--- config.mk ---
export PLATFORM = sky130hd
export DESIGN_NAME = icrc_word_step
export DESIGN_NICKNAME = d
export VERILOG_FILES = /design/src/rtl/icrc_pkg.sv /design/src/rtl/icrc_word_step.sv
export SDC_FILE = /design/constraint.sdc
export NUM_CORES = 1
export LEC_CHECK = 0
export BUFFER_PORTS_ARGS = -buffer_cell sky130_fd_sc_hd__buf_2
export CAP_MARGIN = 20
export CORE_ASPECT_RATIO = 1.2
export CORE_MARGIN = 1
export CORE_UTILIZATION = 38
export DETAILED_ROUTE_END_ITERATION = 8
export GPL_TIMING_DRIVEN = 0
export PLACE_DENSITY = 0.61
export SLEW_MARGIN = 30
export SYNTH_ARGS = -nofsm -noshare
export SYNTH_HDL_FRONTEND = slang
export SYNTH_SLANG_ARGS = --single-unit
export TNS_END_PERCENT = 30
--- constraint.sdc ---
create_clock -name vclk -period 8.75
set_clock_uncertainty 0.2 [all_clocks]
set_input_delay 0.875 -clock vclk [all_inputs]
set_output_delay 0.875 -clock vclk [all_outputs]
set_load 0.01 [all_outputs]
--- src/rtl/icrc_pkg.sv ---
// shared types and constants for the image crc-32 word checker
// no dependencies
package icrc_pkg;

    localparam int CRC_W  = 32;
    localparam int DATA_W = 16;
    localparam int ADDR_W = 4;

    typedef logic [CRC_W-1:0]  t_crc;
    typedef logic [DATA_W-1:0] t_data;

    typedef enum logic [1:0] {
        REG_POLY     = 2'd0,
        REG_INIT     = 2'd1,
        REG_OUT_MASK = 2'd2,
        REG_EXPECTED = 2'd3
    } t_reg_idx;

    localparam t_crc POLY_RST     = 32'hEDB8_8320;
    localparam t_crc INIT_RST     = 32'hFFFF_FFFF;
    localparam t_crc OUT_MASK_RST = 32'hFFFF_FFFF;
    localparam t_crc EXPECTED_RST = 32'h0000_0000;

endpackage

--- src/rtl/icrc_word_step.sv ---
// unrolled reflected crc-32 update over one data word, lsb first
// depends on icrc_pkg
module icrc_word_step #(
    parameter int WORD_BITS = 16
) (
    input  icrc_pkg::t_crc  i_crc,
    input  icrc_pkg::t_data i_word,
    input  icrc_pkg::t_crc  i_poly,
    output icrc_pkg::t_crc  o_crc
);
    import icrc_pkg::*;

    logic [CRC_W-1:0] w_word_ext;

    assign w_word_ext = {{(CRC_W-DATA_W){1'b0}}, i_word};

    always_comb begin
        t_crc c;
        c = i_crc;
        for (int n = 0; n < WORD_BITS; n++) begin
            if (c[0] ^ w_word_ext[n]) begin
                c = (c >> 1) ^ i_poly;
            end else begin
                c = c >> 1;
            end
        end
        o_crc = c;
    end

endmodule

==> Yosys cells after proc, flatten, opt, wreduce, memory -nomap -nowiden <==
Index checks and enable logic that the tools add are counted.
{ "totals": {"reg_bits": 0, "latchBits": 0, "ramBits": 0, "rom_bits": 0, "inputBits": 80, "wordCells": 48, "mem_count": 0} }
{ "classes": {"addsub": 0, "mul": 0, "div_mod_pow": 0, "magnitude_cmp": 0, "n_eq_ne": 0, "n_shift": 0, "muxes": 16, "n_bitwise": 32, "reduce_logical": 0} }
{ "ops": {"columns": ["op", "n"], "rows": [
  ["32-bit two-way mux", 16],
  ["31-bit by 32-bit bitwise XOR with 32-bit output", 16],
  ["1-bit bitwise XOR", 16]
]} }

==> Longest topological paths before layout <==
{ "logic_depth": {"depth_word": 32, "mapped_depth": 26, "mapped_depth_nobuf": 21} }

==> Worst setup path before layout <==
Ideal clock, no wire load.
{ "synth_path": {"path_type": "input to output", "from": "in i_crc[1]", "to": "out o_crc[24]", "arrival_time_ns": 6.961, "required_time_ns": 7.675, "slack_ns": 0.714, "path_stages": 24, "path_buffers": 3, "cell_sequence": "xnor2_1 nor2_1 a32o_1 or4_4 and4_1 buf_2 mux2i_1 o311a_1 or2_1 or3_1 and3_1 clkbuf_1 or3_1 and3_1 a211o_1 o21a_2 mux2i_1 xnor3_1 xor2_2 xnor2_2 buf_6 nand2_1 xnor3_1 xnor2_1"} }
{ "synth_via": {"elab_chain_len": 32} }
{ "synth_rtl": {"columns": ["item", "line_no", "source"], "rows": [
  ["start, declared", "icrc_word_step.sv:6", "input icrc_pkg::t_crc i_crc,"],
  ["31-bit by 32-bit bitwise XOR with 32-bit output", "icrc_word_step.sv:22", "c = (c >> 1) ^ i_poly;"],
  ["32-bit two-way mux (*)", "icrc_word_step.sv:21", "if (c[0] ^ w_word_ext[n]) begin"],
  ["1-bit bitwise XOR (*)", "icrc_word_step.sv:21", null],
  ["32-bit two-way mux (*)", "icrc_word_step.sv:21", null],
  ["31-bit by 32-bit bitwise XOR with 32-bit output / 1-bit bitwise XOR (equally long branches)", "icrc_word_step.sv:22, icrc_word_step.sv:21", null],
  ["32-bit two-way mux (*)", "icrc_word_step.sv:21", null],
  ["31-bit by 32-bit bitwise XOR with 32-bit output / 1-bit bitwise XOR (equally long branches)", "icrc_word_step.sv:22, icrc_word_step.sv:21", null],
  ["32-bit two-way mux (*)", "icrc_word_step.sv:21", null],
  ["(+16 left out)", null, null],
  ["31-bit by 32-bit bitwise XOR with 32-bit output / 1-bit bitwise XOR (equally long branches)", "icrc_word_step.sv:22, icrc_word_step.sv:21", null],
  ["32-bit two-way mux (*)", "icrc_word_step.sv:21", null],
  ["31-bit by 32-bit bitwise XOR with 32-bit output / 1-bit bitwise XOR (equally long branches)", "icrc_word_step.sv:22, icrc_word_step.sv:21", null],
  ["32-bit two-way mux (*)", "icrc_word_step.sv:21", null],
  ["31-bit by 32-bit bitwise XOR with 32-bit output / 1-bit bitwise XOR (equally long branches)", "icrc_word_step.sv:22, icrc_word_step.sv:21", null],
  ["32-bit two-way mux (*)", "icrc_word_step.sv:21", null],
  ["31-bit by 32-bit bitwise XOR with 32-bit output / 1-bit bitwise XOR (equally long branches)", "icrc_word_step.sv:22, icrc_word_step.sv:21", null],
  ["32-bit two-way mux (*)", "icrc_word_step.sv:21", null],
  ["end, declared", "icrc_word_step.sv:9", "output icrc_pkg::t_crc o_crc"]
]} }
Mark *: on every way between the ends. The rest lies on a longest branch, timed or not.

==> Worst setup path in the final report <==
{ "layout_path": {"from": "in i_crc[0]", "to": "out o_crc[26]"} }
{ "layout_via": {"elab_chain_len": 32} }
{ "layout_rtl": {"columns": ["item", "line_no"], "rows": [
  ["1-bit bitwise XOR (*)", "icrc_word_step.sv:21"],
  ["32-bit two-way mux (*)", "icrc_word_step.sv:21"],
  ["31-bit by 32-bit bitwise XOR with 32-bit output / 1-bit bitwise XOR (equally long branches)", "icrc_word_step.sv:22, icrc_word_step.sv:21"],
  ["32-bit two-way mux (*)", "icrc_word_step.sv:21"],
  ["31-bit by 32-bit bitwise XOR with 32-bit output / 1-bit bitwise XOR (equally long branches)", "icrc_word_step.sv:22, icrc_word_step.sv:21"],
  ["32-bit two-way mux (*)", "icrc_word_step.sv:21"],
  ["31-bit by 32-bit bitwise XOR with 32-bit output / 1-bit bitwise XOR (equally long branches)", "icrc_word_step.sv:22, icrc_word_step.sv:21"],
  ["32-bit two-way mux (*)", "icrc_word_step.sv:21"],
  ["(+16 left out)", null],
  ["31-bit by 32-bit bitwise XOR with 32-bit output / 1-bit bitwise XOR (equally long branches)", "icrc_word_step.sv:22, icrc_word_step.sv:21"],
  ["32-bit two-way mux (*)", "icrc_word_step.sv:21"],
  ["31-bit by 32-bit bitwise XOR with 32-bit output / 1-bit bitwise XOR (equally long branches)", "icrc_word_step.sv:22, icrc_word_step.sv:21"],
  ["32-bit two-way mux (*)", "icrc_word_step.sv:21"],
  ["31-bit by 32-bit bitwise XOR with 32-bit output / 1-bit bitwise XOR (equally long branches)", "icrc_word_step.sv:22, icrc_word_step.sv:21"],
  ["32-bit two-way mux (*)", "icrc_word_step.sv:21"],
  ["31-bit by 32-bit bitwise XOR with 32-bit output / 1-bit bitwise XOR (equally long branches)", "icrc_word_step.sv:22, icrc_word_step.sv:21"],
  ["32-bit two-way mux (*)", "icrc_word_step.sv:21"]
]} }
Marked as above.

==> results.yml <==
finish:
  diodes: 0
  final.clkbuf_count: 0
  layout-drive-gt1-share: 0.168
  utilization: 0.456
  register_area_um2: 0
  final_nets: 1644
  syn2layout_area_growth_pct: 17.9
  seq_cells: 0
  stdcell_count: 1887
die:
  die_w_um: 147
  dieArea_um2: 25800
  row_count: 63
  pin_count: 112
  die_height_um: 176
  start_util: 0.387
  core-area_um2: 24700
drt:
  drtIter0Drc: 616
  drt-pass1-iter-count: 5
  vias: 10291
  drt.antenna.violating_nets: 0
  vias_per_cell: 5.45
  wl_per_cell_um: 16.6
  routed_wl_um: 31400
  drc: 0
grt:
  grt_pass1_vias: 9529
  grt_usage: 0.229
  grt_max_degree: 20
  grt_overflow_total: 0
  grtUsageMet1: 0.255
  grtUsageMet2: 0.453
  grt-busiest-layer: "met2"
  grt_pass1_wl_um: 48700
  grt_antenna_before_repair: 0
  use_met3: 0.00442
timing:
  slew_violations: 0
  whs_ns: 2.31
  final_hold_viol_count: 0
  maxSlewHeadroom: 0.533
  fmax_mhz: 116
  rsz0062_at_grt: "yes"
  final.period_utilization: 0.984
  setup_viol: 0
  post-route-min-period_ns: 8.61
  worst_pin_slew_ns: 0.700
  worst_slack_ns: 0.137
synth:
  synth_cells: 1443
  netlist_area_um2: 9550
  yosysWarnings: 0
  synth.yosys.seq_area_share: 0
  synth_fp_nets: 1523
  syn_area_per_cell_um2: 6.62
  synth_cell_types: 91
setup_path:
  worst-path-stages: 26
  cp_num_buf_inv: 5
  cp.required_ns: 7.68
  crit_type: "in -> out"
  worstPathArrival_ns: 7.54
  cpPeakStageDelay_ns: 0.56
  critPathLaunch: "i_crc[0]"
  critPathCaptureType: "output pin"
  cp_max_fo: 10
  critPathLaunchType: "input pin"
  crit_end: "o_crc[26]"
  crit_slowest_cell: "xnor2_1"
  crit_family: "compound AO/OA/AOI/OAI gates"
placement:
  gp_congestion: 0.902
  place_ws_ns: -1.32
  dpl.hpwl_um: 25200
  numPortBuffers: 91
  placed_cells: 1859
run_status:
  status: "finished clean"
hold_path:
  hold_class: "in -> out"
  worstHoldStart: "i_poly[4]"
run:
  cap_violations: 0
## kinds of logic after synthesis
kind of cell | after synthesis | synth area share
AOI/OAI and AO/OA | 212 | 0.170
and+or+nand+nor | 621 | 0.286
buffers and inverters | 147 | 0.0628
muxes | 20 | 0.0220
xor gates and xnor gates | 443 | 0.459
## through the flow
step                setup TNS, ns  cell area (um^2)
finish                          0             11300
global route               -0.685             11300
CTS                             0             10800
detailed placement         -34.75             10400
global placement           -34.60             10400
floorplan                       0              9550
## timing repair
action | CTS | global route
pin swaps | 13 | 23
buffers inserted | 12 | 16
setup endpoints to repair | 32 | 32
gates resized for setup | 64 | 81
cloned | 0 | 2
endpoints found under the hold margin | 0 | 0
hold buffers | 0 | 0
## cells in the mapped netlist (all sizes together) (4+ instances only)
library cell  instances  area share
a2111o                5      0.0059
a2111oi               6      0.0083
a211o                 6      0.0055
a211oi               15       0.012
a21o                 10      0.0079
a21oi                31       0.017
a221oi                6      0.0073
a22o                  6      0.0055
a22oi                 4      0.0031
a311oi                5      0.0052
a31oi                 4      0.0026
a32oi                11       0.010
and2                  7      0.0046
and3                 15      0.0098
and3b                25       0.023
and4                  5      0.0046
buf                  41       0.021
clkbuf               97       0.038
inv                   7      0.0028
mux2                  5      0.0059
mux2i                15       0.016
nand2               446        0.18
nand3                34       0.018
nand4                 5      0.0048
nor2                 45       0.018
nor3                 13      0.0073
nor3b                 5      0.0039
o2111ai               4      0.0037
o211ai               11      0.0086
o21ai                41       0.022
o221ai                5      0.0059
o31ai                 6      0.0047
or2                   5      0.0033
or3                   5      0.0033
or4                   4      0.0035
xnor2               375        0.35
xnor3                33       0.078
xor2                 35       0.036
## final cells by class
cell class / count / area, um^2
repair buffers: 120 / 691
inverters: 9 / 41.3
multi-input cells: 1297 / 9500
fillers: 2581 / 13400
plain buffers: 136 / 627
well taps: 325 / 407
## layer usage
layer	routed length [um]	up-vias
met5	0	-
met3	974	76
met2	16900	311
met4	1250	0
met1	12200	4874
li1	-	5030
## placed cells by master (no fill, tap or decap), types with 15 or more instances in the layout
master,instances
nand3_1,31
xnor3_1,30
and3b_1,25
o21ai_0,36
xnor2_1,357
xnor2_2,15
clkbuf_1,83
nand2_1,442
and3_1,15
buf_1,18
a21oi_1,28
nor2_1,41
buf_2,94
xor2_1,26
buf_4,37
## worst min path at each step
stage | end | cells past startpoint
2_1_floorplan | o_crc[4] | 3
4_1_cts | o_crc[4] | 5
3_3_place_gp | o_crc[4] | 5
5_1_grt | o_crc[4] | 5
3_5_place_dp | o_crc[4] | 5
6_report | o_crc[4] | 5
Power is not shown: default switching activity piles up to over one toggle a cycle in this logic, so the estimate is an artifact.
